===== config.mk =====
export PLATFORM = sky130hd
export DESIGN_NAME = lpk_mult
export DESIGN_NICKNAME = d
export VERILOG_FILES = /design/src/lpk_pkg.sv /design/src/lpk_mult.sv
export SDC_FILE = /design/constraint.sdc
export NUM_CORES = 2
export LEC_CHECK = 0
export BUFFER_PORTS_ARGS = -buffer_cell sky130_fd_sc_hd__buf_4
export CAP_MARGIN = 40
export CELL_PAD_IN_SITES_DETAIL_PLACEMENT = 2
export CELL_PAD_IN_SITES_GLOBAL_PLACEMENT = 2
export CORE_MARGIN = 4
export CORE_UTILIZATION = 43
export DETAILED_ROUTE_END_ITERATION = 8
export PLACE_DENSITY = 0.82
export SYNTH_ARGS = -nofsm -noshare
export SYNTH_HDL_FRONTEND = slang
export SYNTH_SLANG_ARGS = --single-unit

===== constraint.sdc =====
create_clock -name clk_i -period 10.75 [get_ports clk_i]
set_input_delay 0.5375 -clock clk_i [delete_from_list [all_inputs] [get_ports clk_i]]
set_output_delay 0.5375 -clock clk_i [all_outputs]
set_load 0.005 [all_outputs]

===== src/lpk_pkg.sv =====
`timescale 1ns / 1ps
// ----------------------------------------------------------------------------
// lpk_pkg
// Shared types, constants and tables of the locally periodic kernel evaluator.
// ----------------------------------------------------------------------------
package lpk_pkg;

  localparam int unsigned DIM          = 4;
  localparam int unsigned CORDIC_STEPS = 16;
  localparam int unsigned CORDIC_USED  = (CORDIC_STEPS < 24) ? CORDIC_STEPS : 24;
  localparam int unsigned STEP_W       = 5;

  localparam int unsigned MUL_W  = 34;
  localparam int unsigned PROD_W = 2 * MUL_W;

  localparam logic signed [32:0] CORDIC_GAIN   = 33'sd652032874;
  localparam logic [30:0]        TWO_PI_Q28    = 31'd1686629713;
  localparam logic [30:0]        ONE_Q30       = 31'h4000_0000;
  localparam logic [3:0]         SERIES_TERMS  = 4'd14;

  typedef enum logic [1:0] {
    CFG_SIGMA = 2'd0,
    CFG_ILS   = 2'd1,
    CFG_IP    = 2'd2,
    CFG_MASK  = 2'd3
  } lpk_cfg_e;

  typedef enum logic [4:0] {
    ST_IDLE,
    ST_PHASE,
    ST_CSTART,
    ST_CWAIT,
    ST_SQ,
    ST_S1,
    ST_MAG,
    ST_QL,
    ST_QH,
    ST_QSUM,
    ST_EXP,
    ST_E_MUL,
    ST_E_RCP,
    ST_E_COR,
    ST_P_MUL,
    ST_P_UPD,
    ST_K_MUL,
    ST_K_UPD,
    ST_DEF,
    ST_END,
    ST_G_SEL,
    ST_G_SC,
    ST_G_W,
    ST_G_A,
    ST_G_KL,
    ST_G_LO,
    ST_G_HI,
    ST_G_OUT
  } lpk_state_e;

  typedef struct packed {
    logic              done;
    logic signed [32:0] sn;
    logic signed [32:0] cs;
  } lpk_trig_t;

  // arctangent of 2^-i in units of 2^-32 turn
  function automatic logic [31:0] atan_turn(input logic [STEP_W-1:0] i);
    logic [31:0] v;
    case (i)
      5'd0:    v = 32'h20000000;
      5'd1:    v = 32'h12E4051E;
      5'd2:    v = 32'h09FB385B;
      5'd3:    v = 32'h051111D4;
      5'd4:    v = 32'h028B0D43;
      5'd5:    v = 32'h0145D7E1;
      5'd6:    v = 32'h00A2F61E;
      5'd7:    v = 32'h00517C55;
      5'd8:    v = 32'h0028BE53;
      5'd9:    v = 32'h00145F2F;
      5'd10:   v = 32'h000A2F98;
      5'd11:   v = 32'h000517CC;
      5'd12:   v = 32'h00028BE6;
      5'd13:   v = 32'h000145F3;
      5'd14:   v = 32'h0000A2FA;
      5'd15:   v = 32'h0000517D;
      5'd16:   v = 32'h000028BE;
      5'd17:   v = 32'h0000145F;
      5'd18:   v = 32'h00000A30;
      5'd19:   v = 32'h00000518;
      5'd20:   v = 32'h0000028C;
      5'd21:   v = 32'h00000146;
      5'd22:   v = 32'h000000A3;
      5'd23:   v = 32'h00000051;
      default: v = 32'h0;
    endcase
    return v;
  endfunction

  // floor((2^32-1)/j); quotient estimate is at most one low
  function automatic logic [31:0] recip(input logic [3:0] j);
    logic [31:0] v;
    case (j)
      4'd1:    v = 32'd4294967295;
      4'd2:    v = 32'd2147483647;
      4'd3:    v = 32'd1431655765;
      4'd4:    v = 32'd1073741823;
      4'd5:    v = 32'd858993459;
      4'd6:    v = 32'd715827882;
      4'd7:    v = 32'd613566756;
      4'd8:    v = 32'd536870911;
      4'd9:    v = 32'd477218588;
      4'd10:   v = 32'd429496729;
      4'd11:   v = 32'd390451572;
      4'd12:   v = 32'd357913941;
      4'd13:   v = 32'd330382099;
      4'd14:   v = 32'd306783378;
      default: v = 32'd0;
    endcase
    return v;
  endfunction

  function automatic logic [31:0] sat_add(input logic [31:0] a, input logic [31:0] b);
    logic [32:0] s;
    s = {1'b0, a} + {1'b0, b};
    return s[32] ? 32'hFFFF_FFFF : s[31:0];
  endfunction

endpackage


===== src/lpk_mult.sv =====
`timescale 1ns / 1ps
// ----------------------------------------------------------------------------
// lpk_mult
// Shared signed multiplier with a registered product.
// ----------------------------------------------------------------------------
module lpk_mult import lpk_pkg::*; (
  input  logic                     clk_i,
  input  logic                     en_i,
  input  logic signed [MUL_W-1:0]  a_i,
  input  logic signed [MUL_W-1:0]  b_i,
  output logic signed [PROD_W-1:0] p_o
);

  logic signed [PROD_W-1:0] p_q;

  always_ff @(posedge clk_i) begin
    if (en_i) begin
      p_q <= a_i * b_i;
    end
  end

  assign p_o = p_q;

endmodule


==> flow_metrics.py <==
metrics = {
    "status": {
        "outcome": "complete, no violations",
    },
    "critical_path": {
        "end_kind": "register",
        "critPathArrivalTime_ps": 8900,
        "start_kind": "input pin",
        "cp.required_ps": 10850,
        "worstSetupPathType": "input pin to register",
        "crit_path_max_fanout": 34,
    },
    "route": {
        "finalWirelength_mm": 167.5,
        "wl_met3_mm": 6.443,
        "viasPerCell": 5.469,
        "drcViolationCount": 0,
        "top_layer_used": "met4",
        "wl_met2_mm": 90.41,
        "dr.first_iter.drc_count": 1851,
        "dr_total_vias": 31960,
        "drt-met1-wl_mm": 55.44,
        "drt_pass1_iterations": 6,
        "wl_per_cell_um": 28.65,
        "final_antenna_net_count": 0,
    },
    "placement": {
        "gp_congestion": 0.8364,
        "io_buffers": 137,
        "pre_cts_slack_ps": 1630,
        "dp_hpwl_mm": 138.2,
        "placed_area_um2": 45650,
    },
    "global_routing": {
        "grt_pass1_vias": 40730,
        "overflow": 0,
        "grt_max_degree": 61,
        "antenna_found_initial": 4,
        "grt_use_total_pct": 32.12,
        "grt_first_pass_wirelength_mm": 252.8,
    },
    "yosys": {
        "async_flop_share_pct": 0,
        "synth_cells": 4554,
        "ys_types": 69,
        "yosysWarnings": 0,
        "synth_seq_cells": 68,
        "synth.net_count": 6069,
        "avgSynthCellArea_um2": 9.598,
        "synth_area_leaders": "fa_1 57%, inv_1 11%, and2_1 8.9%, ha_1 5.8%, edfxtp_1 4.7%",
        "synth_edf_count": 68,
        "seq_area_frac_synth_pct": 4.672,
        "synthesis.area_um2": 43710,
        "synth_top_area_cell": "fa_1",
        "synth_top_area_share_pct": 56.84,
        "ys.flop_type": "edfxtp_1",
    },
    "clocking": {
        "h-tree-depth": 3,
        "cts_resized": 0,
        "clk_pin_slew_ps": 70,
        "cts_hold_buf": 0,
        "cts_tree": "built",
        "post-cts-setup-buffers": 0,
        "cts_sinks": 68,
        "cts_root_buf": "clkbuf_16",
        "cts_buffer_depth": 2,
        "numCtsBuffers": 9,
    },
    "sta": {
        "rsz0062_at_grt": "false",
        "period_minus_slack_ps": 8794,
        "setup_violations": 0,
        "fmaxAchievable_ghz": 0.1137,
        "timing.slew.headroom_pct": 37.52,
        "hold_viol_final": 0,
        "slew_violations": 0,
        "worst_pin_slew_ps": 937.2,
        "fin_setup_tns_ps": 0,
        "finalCritPeriodShare_pct": 81.80,
        "fin_ws_ps": 1956,
    },
    "job": {
        "drv_cap": 0,
    },
    "finish": {
        "multi_input_area_um2": 36140,
        "final_layout_size_suffix_gt1_share_pct": 4.258,
        "fin_nets": 5998,
        "syn_to_final_growth_pct": 5.147,
        "postLayoutCellArea_um2": 45960,
        "seq_area_um2": 2042,
        "largest_reg_flops": 68,
        "fillers": 10740,
    },
    "floorplan": {
        "die_x_um": 326.8,
        "fp-row-count": 116,
        "coreArea_um2": 100400,
        "die_y_um": 326.8,
        "die-area_um2": 106800,
        "start_util_pct": 43.52,
        "num_io_pins": 138,
    },
    "hold_path": {
        "min_delay_path_depth": 1,
        "hold_class": "input pin to register",
    },
}
metrics by stage:
step                      cells  util (%)  hold WS [ps]
after floorplan            4554         -         650.0
after global placement     5826     45.38         863.5
after detailed placement   5829     45.45         853.5
after CTS                  5843     45.75         470.4
after global routing       5844     45.76         483.2
final                      5845     45.76         483.2
routing by layer:
layer / up-vias / global-route usage (%)
met5: - / 0
met1: 17360 / 33.71
met4: 0 / 23.67
met2: 1260 / 59.48
li1: 12690 / -
met3: 653 / 3.247
layout by cell type, fill, tap and decap left out, drive strengths merged, types with 8 or more instances in the layout:
master	netlist	layout
fa	1241	1241
inv	1231	1231
and2	623	623
nand2	542	542
ha	204	204
buf	9	146
edfxtp	68	68
a21oi	63	63
xnor2	56	56
nor2	56	56
o21ai	41	41
a21o	37	37
xor2	23	23
nand2b	20	20
o21bai	12	12
nand4	11	11
nand3	11	11
a31oi	10	10
nor2b	9	9
clkbuf	217	9
and3	8	8
cell families after synthesis:
group                      after synthesis  share of synthesized area (%)
and+or+nand+nor                       1296                          15.13
xor gates and xnor gates                79                          1.583
adders and majority gates             1445                          62.68
AOI/OAI and AO/OA                      206                          3.295
buffers and inverters                 1460                          12.64
DFF                                     68                          4.672
critical path: stages:
cell and delay [ps]:
buf_4 490, nand2_1 290, fa_1 700, fa_1 950
inv_1 130, fa_1 960, inv_1 140, fa_1 520
fa_1 570, fa_1 440, fa_1 460, fa_1 500
inv_1 50, ha_1 470, nand3_1 170, or2_2 330
nor2_1 230, a221oi_1 120, o21ai_0 150, a31oi_2 130
o21ai_0 280, a21oi_1 120, xnor2_1 140
area by class of cell:
| cell class | count | area share [%] |
|---|---|---|
| Antenna cell | 2 | 0.01089 |
| Clock buffer | 9 | 0.4900 |
| Clock inverter | 5 | 0.1715 |
| Inverter | 1232 | 10.06 |
| Multi-Input combinational cell | 3026 | 78.64 |
| Sequential cell | 68 | 4.443 |
| Tap cell | 1357 | 3.694 |
| Timing Repair Buffer | 146 | 2.488 |
synthesized netlist by cell type (2+ instances only):
master	count
inv_1	1231
a21oi_1	61
a211oi_1	6
o31ai_4	2
ha_1	204
and4_1	2
buf_4	4
a31oi_2	2
nor2_1	54
clkbuf_2	2
o21a_1	4
a31oi_1	7
xor2_1	23
or2_2	4
o211ai_1	3
o41ai_1	3
xnor2_1	56
clkbuf_1	214
a21o_1	37
o221ai_1	2
buf_1	2
nor2_2	2
and2_2	2
o21ai_0	31
nor2b_1	9
edfxtp_1	68
buf_2	2
a2111o_1	2
and3_1	5
a211o_1	2
nand2_1	542
nand4_1	11
nand2b_1	20
a221oi_1	3
a21oi_2	2
nand3_1	11
fa_1	1241
o21ai_1	7
o21ai_2	2
o21bai_1	12
and3_2	3
and2_1	621
nor3_1	5
o41ai_2	3
final timing paths:
check | from | to | slack, ps
worst min-delay path | en_i | p_o[65] | 480
worst max-delay path | b_i[10] | p_o[67] | 1960
Power is left out: the tool's default activity adds up to more than one toggle a clock period on the data nets, which glitch-free logic cannot reach.
