==> src/lpk_pkg.sv <==
`timescale 1ns / 1ps
// ----------------------------------------------------------------------------
// lpk_pkg
// Shared types, constants and tables of the locally periodic kernel evaluator.
// ----------------------------------------------------------------------------
package lpk_pkg;

  localparam int unsigned DIM          = 4;
  localparam int unsigned CORDIC_STEPS = 16;
  localparam int unsigned CORDIC_USED  = (CORDIC_STEPS < 24) ? CORDIC_STEPS : 24;
  localparam int unsigned STEP_W       = 5;

  localparam int unsigned MUL_W  = 34;
  localparam int unsigned PROD_W = 2 * MUL_W;

  localparam logic signed [32:0] CORDIC_GAIN   = 33'sd652032874;
  localparam logic [30:0]        TWO_PI_Q28    = 31'd1686629713;
  localparam logic [30:0]        ONE_Q30       = 31'h4000_0000;
  localparam logic [3:0]         SERIES_TERMS  = 4'd14;

  typedef enum logic [1:0] {
    CFG_SIGMA = 2'd0,
    CFG_ILS   = 2'd1,
    CFG_IP    = 2'd2,
    CFG_MASK  = 2'd3
  } lpk_cfg_e;

  typedef enum logic [4:0] {
    ST_IDLE,
    ST_PHASE,
    ST_CSTART,
    ST_CWAIT,
    ST_SQ,
    ST_S1,
    ST_MAG,
    ST_QL,
    ST_QH,
    ST_QSUM,
    ST_EXP,
    ST_E_MUL,
    ST_E_RCP,
    ST_E_COR,
    ST_P_MUL,
    ST_P_UPD,
    ST_K_MUL,
    ST_K_UPD,
    ST_DEF,
    ST_END,
    ST_G_SEL,
    ST_G_SC,
    ST_G_W,
    ST_G_A,
    ST_G_KL,
    ST_G_LO,
    ST_G_HI,
    ST_G_OUT
  } lpk_state_e;

  typedef struct packed {
    logic              done;
    logic signed [32:0] sn;
    logic signed [32:0] cs;
  } lpk_trig_t;

  // arctangent of 2^-i in units of 2^-32 turn
  function automatic logic [31:0] atan_turn(input logic [STEP_W-1:0] i);
    logic [31:0] v;
    case (i)
      5'd0:    v = 32'h20000000;
      5'd1:    v = 32'h12E4051E;
      5'd2:    v = 32'h09FB385B;
      5'd3:    v = 32'h051111D4;
      5'd4:    v = 32'h028B0D43;
      5'd5:    v = 32'h0145D7E1;
      5'd6:    v = 32'h00A2F61E;
      5'd7:    v = 32'h00517C55;
      5'd8:    v = 32'h0028BE53;
      5'd9:    v = 32'h00145F2F;
      5'd10:   v = 32'h000A2F98;
      5'd11:   v = 32'h000517CC;
      5'd12:   v = 32'h00028BE6;
      5'd13:   v = 32'h000145F3;
      5'd14:   v = 32'h0000A2FA;
      5'd15:   v = 32'h0000517D;
      5'd16:   v = 32'h000028BE;
      5'd17:   v = 32'h0000145F;
      5'd18:   v = 32'h00000A30;
      5'd19:   v = 32'h00000518;
      5'd20:   v = 32'h0000028C;
      5'd21:   v = 32'h00000146;
      5'd22:   v = 32'h000000A3;
      5'd23:   v = 32'h00000051;
      default: v = 32'h0;
    endcase
    return v;
  endfunction

  // floor((2^32-1)/j); quotient estimate is at most one low
  function automatic logic [31:0] recip(input logic [3:0] j);
    logic [31:0] v;
    case (j)
      4'd1:    v = 32'd4294967295;
      4'd2:    v = 32'd2147483647;
      4'd3:    v = 32'd1431655765;
      4'd4:    v = 32'd1073741823;
      4'd5:    v = 32'd858993459;
      4'd6:    v = 32'd715827882;
      4'd7:    v = 32'd613566756;
      4'd8:    v = 32'd536870911;
      4'd9:    v = 32'd477218588;
      4'd10:   v = 32'd429496729;
      4'd11:   v = 32'd390451572;
      4'd12:   v = 32'd357913941;
      4'd13:   v = 32'd330382099;
      4'd14:   v = 32'd306783378;
      default: v = 32'd0;
    endcase
    return v;
  endfunction

  function automatic logic [31:0] sat_add(input logic [31:0] a, input logic [31:0] b);
    logic [32:0] s;
    s = {1'b0, a} + {1'b0, b};
    return s[32] ? 32'hFFFF_FFFF : s[31:0];
  endfunction

endpackage

==> src/lpk_cordic.sv <==
`timescale 1ns / 1ps
// ----------------------------------------------------------------------------
// lpk_cordic
// Iterative CORDIC rotator, one step per cycle, giving sine and cosine in
// Q2.30 of an angle in units of 2^-32 turn.
// ----------------------------------------------------------------------------
module lpk_cordic import lpk_pkg::*; (
  input  logic        clk_i,
  input  logic        rst_ni,
  input  logic        start_i,
  input  logic [31:0] angle_i,
  output lpk_trig_t   trig_o
);

  localparam logic [STEP_W-1:0] STEP_LAST = STEP_W'(CORDIC_USED - 1);

  logic                busy_q, done_q;
  logic [STEP_W-1:0]   step_q;
  logic signed [32:0]  x_q, y_q, z_q;
  logic [1:0]          quad_q;
  logic signed [32:0]  dx, dy, at;

  assign dx = y_q >>> step_q;
  assign dy = x_q >>> step_q;
  assign at = {1'b0, atan_turn(step_q)};

  always_ff @(posedge clk_i or negedge rst_ni) begin
    if (!rst_ni) begin
      busy_q <= 1'b0;
      done_q <= 1'b0;
      step_q <= '0;
    end else begin
      done_q <= 1'b0;
      if (start_i) begin
        busy_q <= 1'b1;
        step_q <= '0;
      end else if (busy_q) begin
        step_q <= step_q + 1'b1;
        if (step_q == STEP_LAST) begin
          busy_q <= 1'b0;
          done_q <= 1'b1;
        end
      end
    end
  end

  always_ff @(posedge clk_i) begin
    if (start_i) begin
      x_q    <= CORDIC_GAIN;
      y_q    <= '0;
      z_q    <= {3'b000, angle_i[29:0]};
      quad_q <= angle_i[31:30];
    end else if (busy_q) begin
      if (!z_q[32]) begin
        x_q <= x_q - dx;
        y_q <= y_q + dy;
        z_q <= z_q - at;
      end else begin
        x_q <= x_q + dx;
        y_q <= y_q - dy;
        z_q <= z_q + at;
      end
    end
  end

  always_comb begin
    trig_o.done = done_q;
    case (quad_q)
      2'd0: begin
        trig_o.sn = y_q;
        trig_o.cs = x_q;
      end
      2'd1: begin
        trig_o.sn = x_q;
        trig_o.cs = -y_q;
      end
      2'd2: begin
        trig_o.sn = -y_q;
        trig_o.cs = -x_q;
      end
      default: begin
        trig_o.sn = -x_q;
        trig_o.cs = y_q;
      end
    endcase
  end

endmodule

==> config.mk <==
export PLATFORM = sky130hd
export DESIGN_NAME = lpk_cordic
export DESIGN_NICKNAME = d
export VERILOG_FILES = /design/src/lpk_pkg.sv /design/src/lpk_cordic.sv
export SDC_FILE = /design/constraint.sdc
export NUM_CORES = 1
export LEC_CHECK = 0
export ABC_AREA = 1
export BUFFER_PORTS_ARGS = -buffer_cell sky130_fd_sc_hd__buf_2
export CAP_MARGIN = 25
export CELL_PAD_IN_SITES_DETAIL_PLACEMENT = 2
export CELL_PAD_IN_SITES_GLOBAL_PLACEMENT = 2
export CORE_MARGIN = 8
export CORE_UTILIZATION = 37
export CTS_BUF_LIST = sky130_fd_sc_hd__clkbuf_8
export DETAILED_ROUTE_END_ITERATION = 10
export GPL_ROUTABILITY_DRIVEN = 0
export GPL_TIMING_DRIVEN = 0
export PLACE_DENSITY_LB_ADDON = 0.08
export SLEW_MARGIN = 10
export SYNTH_ARGS = -nofsm -noshare
export SYNTH_HDL_FRONTEND = slang
export SYNTH_SLANG_ARGS = --single-unit
==> constraint.sdc <==
create_clock -name clk_i -period 7.05 [get_ports clk_i]
set_clock_uncertainty 0.15 [all_clocks]
set_input_delay 0.705 -clock clk_i [delete_from_list [all_inputs] [get_ports clk_i]]
set_output_delay 0.705 -clock clk_i [all_outputs]
set_load 0.01 [all_outputs]
==> run_results.csv, run 1 <==
group,metric,value,unit
sta,worst_slew_pin_slew,1.23,ns
cts,numCtsBuffers,9,
worst_setup_path,cp.required,7.27,ns
job,drv_cap,0,
synth,ys_seq_elements,108,
sta,timing.fmax,0.142,GHz
detailed_routing,dr_wl_met2,52600,um
cts,cts_root_buf,"clkbuf_8",
floorplanning,fp.coreArea,0.0490,sq mm
detailed_routing,dr.pass1.iters,5,
placed_design,portBuffers,101,
synth,synth_cells,3211,
synth,yosysWarnings,0,
sta,period_minus_slack,7.06,ns
global_routing,grt_pass1_vias,27100,
floorplanning,die_area,0.0569,sq mm
sta,rsz0062_at_grt,"no",
detailed_routing,vias,25200,
detailed_routing,drt-total-wl,119000,um
worst_setup_path,path_buf_inv,5,
pwr,p_leak,0.00995,uW
cells_and_area,layout-drive-gt1-share,7.94,%
worst_setup_path,r2r_start,"y_q[25]",
status,violations,"negative setup slack",
sta,slew_viol_final,0,
status,status,"finished with violations",
sta,slew_headroom,18.0,%
global_routing,groute.usage.overall,40.1,%
detailed_routing,routedWlPerCell,29.6,um
cts,clkLatencyLatePin,0.50,ns
cts,cts_max_level,3,
synth,synthFlopType,"dfxtp_1",
cts,cts_tree,"yes",
floorplanning,start_util,37.5,%
min_path,hold_path.class,"in2reg",
worst_setup_path,cp_top_family,"compound AO/OA/AOI/OAI gates",
pwr,pwr_density_cell,626,mW/mm^2
sta,finalSetupViolCount,1,
detailed_routing,drc,0,
cts,postCtsSetupRepairBufs,0,
min_path,hp-start,"angle_i[31]",
sta,fin_ws,-0.0128,ns
cells_and_area,stdcell_count,4005,
synth,synth_top_area_share,19.2,%
cts,clk_pin_slew,0.15,ns
detailed_routing,met3_length,11500,um
synth,ys_top_cells_by_area,"nand2_1 (19%), nand3_1 (10%), ha_1 (7.7%)",
global_routing,antenna_found_initial,8,
floorplanning,io_pins,102,
floorplanning,die-height,239,um
sta,fin_crit_sh,100,%
detailed_routing,top_layer,"met5",
cells_and_area,area_delta_synth_final,9.36,%
global_routing,grt_max_degree,40,
detailed_routing,vias_per_cell,6.29,
sta,timing.hold.ws,0.228,ns
worst_setup_path,crit_start,"y_q[25]",
placed_design,place_inst,3983,
detailed_routing,drt_iter0_drc,2017,
worst_setup_path,start_kind,"flop",
cts,cts_buffer_depth,2,
cells_and_area,fin_nets,3483,
synth,synth_area,0.0183,sq mm
floorplanning,die_x,239,um
placed_design,hpwl,96200,um
sta,finalHoldViolations,0,
worst_setup_path,crit_slowest_cell,"clkbuf_1",
worst_setup_path,critPathArrivalTime,7.29,ns
detailed_routing,antenna_left,0,
synth,yosys.area.top_type,"nand2_1",
global_routing,gr-total-overflow,0,
detailed_routing,wl_met1,44300,um
synth,yosysUniqueCellTypes,68,
worst_setup_path,path_max_fanout,9,
synth,syn-num-nets,3362,
pwr,ir_worst_vdd,0.270,mV
worst_setup_path,endpoint_kind,"flop",
synth,ys_async_sr_fraction,6.48,%
synth,synth_edf_count,32,
worst_setup_path,cpPeakStageDelay,0.76,ns
synth,ys_seq_area_share,13.7,%
synth,synth_area_per_cell,5.71,sq um
pwr,power,12600,uW
worst_setup_path,crit_type,"reg2reg",
floorplanning,row_count,81,
global_routing,grt_pass1_wl,172000,um
cts,cts_sinks,108,
-- per-stage QoR --
| stage | utilization, % | setup WS [ns] | setup TNS [ns] | instance area, sq um |
|---|---|---|---|---|
| 3_5_place_dp | 40.4 | -0.135 | -0.201 | 19800 |
| 6_report | 41.0 | -0.0128 | -0.0128 | 20100 |
| 2_1_floorplan | - | 2.52 | 0 | 18300 |
| 4_1_cts | 40.9 | 0.0392 | 0 | 20000 |
| 3_3_place_gp | 40.2 | 0.127 | 0 | 19700 |
| 5_1_grt | 40.9 | 0.0723 | 0 | 20000 |
-- final cells by class --
class,count,area [sq um]
inverters,338,1270
repair buffers,110,617
plain buffers,160,800
multi-input cells,2605,13800
well taps,664,831
fillers,6431,28900
flip-flops and latches,108,2520
clock inverters,7,104
clock buffers,9,124
diodes,4,10.0
-- worst paths after layout --
path,end,slack (ns),cells after the start
worst max-delay path,x_q[21],-0.01,28
worst min-delay path,quad_q[1],0.23,1
worst max register to register,x_q[21],-0.01,28
worst min register to register,z_q[31],0.35,2
max in group asynchronous,step_q[2],6.01,2
min in group asynchronous,done_q,0.49,2
-- layout by cell type (no fill, tap or decap), types with 23 or more instances in the layout --
| master | synthesis | final |
|---|---|---|
| ha_1 | 113 | 113 |
| buf_2 | 32 | 133 |
| nor3_1 | 37 | 37 |
| nand2_1 | 940 | 940 |
| o22ai_1 | 37 | 37 |
| a31oi_1 | 24 | 23 |
| nor2_1 | 284 | 282 |
| inv_1 | 328 | 328 |
| or2_2 | 27 | 27 |
| nand4_1 | 38 | 38 |
| clkbuf_1 | 88 | 83 |
| xor2_1 | 91 | 91 |
| o21ai_0 | 161 | 159 |
| nand3_1 | 370 | 370 |
| xnor2_1 | 57 | 57 |
| edfxtp_1 | 32 | 32 |
| dfxtp_1 | 69 | 69 |
| a21oi_1 | 204 | 203 |
-- flip-flops by register name, summed over array words and instances, names as in the netlist --
signal  flops
busy_q      1
step_q      5
quad_q      2
y_q        33
z_q        33
done_q      1
x_q        33
-- where the power goes --
group          switching [uW]  internal (uW)
registers                 464            968
logic                    7370           3220
clock network             324            207
-- timing repair --
item,CTS,global route
hold endpoints to repair,7,0
setup endpoints to repair,2,8
gates resized for setup,2,16
hold buffers,1,0
-- cell usage after synthesis (all sizes together) (17+ instances only) --
| library cell | number |
|---|---|
| or2 | 32 |
| a221oi | 17 |
| o221ai | 19 |
| xor2 | 91 |
| xnor2 | 57 |
| inv | 335 |
| nand3 | 374 |
| a31oi | 24 |
| nor2 | 298 |
| ha | 113 |
| o2111ai | 19 |
| o21ai | 177 |
| nand2 | 946 |
| buf | 72 |
| dfxtp | 69 |
| edfxtp | 32 |
| o22ai | 37 |
| nand4 | 38 |
| clkbuf | 88 |
| a21oi | 208 |
| nor3 | 43 |
-- cell families after synthesis --
kind of cell	Yosys count	share of synthesized area [%]
and+or+nand+nor	1753	40.7
AOI/OAI and AO/OA	588	19.2
buffers and inverters	498	11.3
xor gates and xnor gates	148	7.07
adders and majority gates	116	8.04
DFF	108	13.7
-- routing by layer --
metal	global-route usage [%]	vias to the layer above
li1	-	10900
met1	45.5	12400
met2	64.0	1316
met3	10.5	511
met4	30.8	4
met5	0	-
No activity file was read; power rests on OpenSTA's default activity.
==> inputs of run 2 (changes only) <==
--- a/config.mk
+++ b/config.mk
@@ -11,7 +11,7 @@
 export CELL_PAD_IN_SITES_DETAIL_PLACEMENT = 2
 export CELL_PAD_IN_SITES_GLOBAL_PLACEMENT = 2
 export CORE_MARGIN = 8
-export CORE_UTILIZATION = 37
+export CORE_UTILIZATION = 31
 export CTS_BUF_LIST = sky130_fd_sc_hd__clkbuf_8
 export DETAILED_ROUTE_END_ITERATION = 10
 export GPL_ROUTABILITY_DRIVEN = 0
==> constraint.sdc (replaced) <==
create_clock -name clk_i -period 5.9 [get_ports clk_i]
set_clock_uncertainty 0.15 [all_clocks]
set_input_delay 0.59 -clock clk_i [delete_from_list [all_inputs] [get_ports clk_i]]
set_output_delay 0.59 -clock clk_i [all_outputs]
set_load 0.01 [all_outputs]
==> run_results.csv, run 2 (synthesis gave the netlist of run 1 again) <==
group,metric,value,unit
cells_and_area,fin_nets,3488,
global_routing,antenna_found_initial,5,
worst_setup_path,start_kind,"flop",
global_routing,gr-total-overflow,0,
detailed_routing,vias,24200,
sta,finalHoldViolations,0,
cts,cts_sinks,108,
detailed_routing,drc,0,
cts,cts_tree,"yes",
global_routing,grt_pass1_vias,25700,
pwr,pwr_density_cell,724,mW/mm^2
cts,numCtsBuffers,9,
detailed_routing,drt_iter0_drc,1754,
pwr,power,14700,uW
floorplanning,start_util,31.2,%
floorplanning,die-height,259,um
pwr,pwr-share-comb,84.2,%
floorplanning,die_area,0.0672,sq mm
pwr,ir_worst_vdd,0.254,mV
sta,slew_viol_final,0,
status,status,"finished clean",
placed_design,hpwl,94400,um
pwr,power.switching,9470,uW
detailed_routing,antenna_left,0,
worst_setup_path,endpoint_kind,"flop",
placed_design,portBuffers,101,
sta,slew_headroom,25.1,%
worst_setup_path,cp.required,6.12,ns
floorplanning,die_x,259,um
floorplanning,row_count,89,
pwr,seq_power_share,12.2,%
worst_setup_path,path_buf_inv,7,
floorplanning,io_pins,102,
min_path,hold_path.class,"in2reg",
cells_and_area,area_delta_synth_final,11.1,%
cts,clkLatencyLatePin,0.49,ns
detailed_routing,routedWlPerCell,28.1,um
sta,fin_crit_sh,96.6,%
global_routing,groute.usage.overall,33.5,%
cts,cts_root_buf,"clkbuf_8",
global_routing,grt_max_degree,40,
cells_and_area,reg_top3,"x_q (33), y_q (33), z_q (33)",
worst_setup_path,crit_type,"reg2reg",
pwr,pwr-share-clk,3.6,%
cells_and_area,final_common_cell,"nand2_1",
sta,timing.fmax,0.175,GHz
cells_and_area,stdcell_count,4117,
pwr,p_leak,0.0100,uW
worst_setup_path,critPathMostFrequentCell,"nand2_1",
detailed_routing,vias_per_cell,5.88,
worst_setup_path,critPathArrivalTime,5.92,ns
placed_design,dpl_cell_area,0.0199,sq mm
floorplanning,fp.coreArea,0.0588,sq mm
global_routing,grt_pass1_wl,168000,um
cts,cts_max_level,3,
worst_setup_path,crit_slowest_cell,"dfrtp_1",
sta,worst_slew_pin_slew,1.12,ns
cts,cts_buffer_depth,2,
worst_setup_path,path_max_fanout,12,
placed_design,place_inst,4093,
sta,rsz0062_at_grt,"yes",
cells_and_area,layout-drive-gt1-share,9.43,%
pwr,p_int,5270,uW
sta,period_minus_slack,5.70,ns
worst_setup_path,cpPeakStageDelay,0.46,ns
cells_and_area,mostFrequentLayoutCells,"nand2_1 (940), nand3_1 (368), inv_1 (328), nor2_1 (280), a21oi_1 (201)",
detailed_routing,dr.pass1.iters,6,
detailed_routing,drt-total-wl,116000,um
cells_and_area,final_area,0.0204,sq mm
job,drv_cap,0,
worst_setup_path,cp_top_family,"simple AND/OR/NAND/NOR gates",
sta,timing.hold.ws,0.116,ns
cts,clk_pin_slew,0.15,ns
pwr,power_switching_share,64.2,%
sta,finalSetupViolCount,0,
-- run 2: stage by stage --
stage                     setup TNS [ns]  worst slack [ns]  utilization, %
after floorplan                        0              1.37               -
after global placement            -0.723            -0.179            33.7
after detailed placement           -2.60            -0.407            33.9
after CTS                       -0.00141          -0.00141            34.3
after global routing              -0.104           -0.0652            34.6
final                                  0             0.201            34.6
-- run 2: worst paths after layout --
check / from / end / slack (ns) / depth (start not counted)
max: step_q[1] / x_q[32] / 0.20 / 30
min: angle_i[30] / quad_q[0] / 0.12 / 1
max reg2reg: step_q[1] / x_q[32] / 0.20 / 30
min reg2reg: z_q[31] / z_q[31] / 0.34 / 2
max in group asynchronous: rst_ni / step_q[0] / 5.01 / 2
min in group asynchronous: rst_ni / step_q[3] / 0.36 / 2
-- run 2: what timing repair did --
item | in CTS | in global routing
buffers inserted | 0 | 3
pin swaps | 0 | 5
setup endpoints to repair | 16 | 27
endpoints found under the hold margin | 7 | 0
gates resized for setup | 27 | 55
hold buffers | 1 | 0
-- run 2: layout make-up --
| cell class | count | area (sq um) |
|---|---|---|
| fill | 7617 | 38400 |
| multi-input combinational | 2605 | 13900 |
| sequential | 108 | 2520 |
| inverter | 338 | 1270 |
| tap | 773 | 967 |
| buffer | 158 | 836 |
| timing repair buffer | 117 | 698 |
| clock buffer | 9 | 124 |
| clock inverter | 7 | 58.8 |
| antenna | 2 | 5.00 |
-- run 2: layer usage --
layer | wire length [um] | track usage, % | vias to the layer above
met5 | 26 | 0 | -
met4 | 9030 | 23.7 | 4
met3 | 8040 | 5.85 | 346
met2 | 51900 | 54.3 | 975
met1 | 46800 | 39.8 | 11900
li1 | - | - | 10900
-- run 2: power groups by stage --
stage	Clock [uW]	Combinational (uW)	Sequential, uW
after CTS	549	12000	1750
after floorplan	0	8000	1380
after detailed placement	0	11900	1760
after global routing	563	13600	1800
after global placement	0	11300	1750
final	534	12400	1800
==> inputs of run 3 (changes only) <==
--- a/config.mk
+++ b/config.mk
@@ -11,7 +11,7 @@
 export CELL_PAD_IN_SITES_DETAIL_PLACEMENT = 2
 export CELL_PAD_IN_SITES_GLOBAL_PLACEMENT = 2
 export CORE_MARGIN = 8
-export CORE_UTILIZATION = 31
+export CORE_UTILIZATION = 37
 export CTS_BUF_LIST = sky130_fd_sc_hd__clkbuf_8
 export DETAILED_ROUTE_END_ITERATION = 10
 export GPL_ROUTABILITY_DRIVEN = 0
==> constraint.sdc (replaced) <==
create_clock -name clk_i -period 6.8 [get_ports clk_i]
set_clock_uncertainty 0.15 [all_clocks]
set_input_delay 0.68 -clock clk_i [delete_from_list [all_inputs] [get_ports clk_i]]
set_output_delay 0.68 -clock clk_i [all_outputs]
set_load 0.01 [all_outputs]
==> run_results.csv, run 3 (synthesis gave the netlist of run 1 again) <==
group,metric,value,unit
floorplanning,die-height,239,um
cells_and_area,stdcell_count,4005,
sta,worst_slew_pin_slew,1.21,ns
sta,fin_ws,-0.0845,ns
detailed_routing,antenna_left,0,
detailed_routing,drt_iter0_drc,2075,
floorplanning,row_count,81,
worst_setup_path,path_max_fanout,9,
cts,cts_tree,"yes",
pwr,ir_worst_vdd,0.279,mV
detailed_routing,dr.pass1.iters,5,
pwr,pwr_density_cell,650,mW/mm^2
status,violations,"negative setup slack",
detailed_routing,vias,25200,
worst_setup_path,critPathArrivalTime,7.10,ns
sta,rsz0062_at_grt,"no",
worst_setup_path,start_kind,"flop",
floorplanning,fp.coreArea,0.0490,sq mm
sta,fin_crit_sh,101,%
global_routing,groute.usage.overall,40.1,%
sta,tns,-0.158,ns
min_path,hold_path.class,"in2reg",
detailed_routing,drt-total-wl,118000,um
cts,cts_buffer_depth,2,
global_routing,grt_pass1_vias,27100,
global_routing,antenna_found_initial,8,
floorplanning,start_util,37.5,%
cells_and_area,reg_top3,"x_q (33), y_q (33), z_q (33)",
worst_setup_path,crit_slowest_cell,"clkbuf_1",
sta,finalSetupViolCount,2,
sta,finalHoldViolations,0,
global_routing,gr-total-overflow,0,
cts,clk_pin_slew,0.15,ns
cts,cts_max_level,3,
status,status,"finished with violations",
cts,cts_root_buf,"clkbuf_8",
sta,slew_headroom,19.2,%
detailed_routing,routedWlPerCell,29.6,um
pwr,p_leak,0.00995,uW
placed_design,pre_cts_slack,-0.385,ns
job,drv_cap,0,
cts,clkLatencyLatePin,0.49,ns
sta,period_minus_slack,6.88,ns
global_routing,grt_max_degree,40,
detailed_routing,drc,0,
cells_and_area,mostFrequentLayoutCells,"nand2_1 (940), nand3_1 (370), inv_1 (328), nor2_1 (282), a21oi_1 (203)",
sta,slew_viol_final,0,
cells_and_area,nFillCells,6431,
sta,timing.fmax,0.145,GHz
cts,numCtsBuffers,9,
worst_setup_path,cp.required,7.02,ns
placed_design,portBuffers,101,
floorplanning,die_x,239,um
placed_design,hpwl,96200,um
floorplanning,io_pins,102,
worst_setup_path,crit_type,"reg2reg",
cts,cts_sinks,108,
cells_and_area,fin_nets,3483,
cells_and_area,layout-drive-gt1-share,8.06,%
cells_and_area,area_delta_synth_final,9.47,%
worst_setup_path,endpoint_kind,"flop",
detailed_routing,vias_per_cell,6.30,
floorplanning,die_area,0.0569,sq mm
global_routing,grt_pass1_wl,172000,um
worst_setup_path,cpPeakStageDelay,0.75,ns
placed_design,place_inst,3983,
cells_and_area,final_common_cell,"nand2_1",
==> run 3: worst paths after layout <==
| kind | from | cells past startpoint | to | slack (ns) |
|---|---|---|---|---|
| worst max-delay path | y_q[25] | 28 | x_q[21] | -0.08 |
| max in group asynchronous | rst_ni | 2 | step_q[1] | 5.80 |
| worst max register to register | y_q[25] | 28 | x_q[21] | -0.08 |
| worst min register to register | z_q[31] | 2 | z_q[31] | 0.35 |
| min in group asynchronous | rst_ni | 2 | step_q[4] | 0.46 |
| worst min-delay path | angle_i[31] | 1 | quad_q[1] | 0.21 |
==> run 3: routing by layer <==
layer,routed length [um],GRT usage [%],up-vias
li1,-,-,11000
met1,43800,45.5,12500
met2,52700,64.1,1311
met3,11800,10.5,513
met4,10100,30.8,4
met5,27,0,-
==> run 3: layout make-up <==
cell class	instances	area [sq um]	share of cell area, %
Antenna cell	4	10.0	0.0499
Buffer	160	802	4.00
Clock buffer	9	124	0.617
Clock inverter	7	104	0.517
Inverter	338	1270	6.35
Multi-Input combinational cell	2605	13800	68.7
Sequential cell	108	2520	12.5
Tap cell	664	831	4.14
Timing Repair Buffer	110	617	3.07
==> run 3: where the power goes <==
group | switching [uW] | leakage (uW) | internal (uW)
clock network | 332 | 0.000119 | 215
registers | 484 | 0.00101 | 1000
logic | 7650 | 0.00883 | 3350
==> run 3: worst max-delay path, delay by kind of cell (launching register included) <==
kind | cells | cell delay [ns]
and+or+nand+nor | 9 | 1.70
buffers and inverters | 5 | 1.26
xor gates and xnor gates | 1 | 0.26
AOI/OAI and AO/OA | 11 | 2.40
DFF | 1 | 0.38
adders and majority gates | 2 | 0.58
==> run 3: repair_timing <==
action                                  CTS  global route
hold buffers                              1             0
gates cloned                              0             0
endpoints found under the setup margin    7            17
resized for setup                         5            25
setup buffers                             0             0
hold endpoints to repair                  7             0
==> run 3: through the flow <==
| stage | power (uW) | cell area, sq um | util [%] | hold slack (ns) |
|---|---|---|---|---|
| floorplan | 8140 | 18300 | - | 0.234 |
| global placement | 11200 | 19700 | 40.2 | 0.295 |
| detailed placement | 11900 | 19800 | 40.4 | 0.315 |
| CTS | 12600 | 20000 | 40.9 | 0.190 |
| global route | 13800 | 20100 | 41.0 | 0.210 |
| finish | 13000 | 20100 | 41.0 | 0.206 |
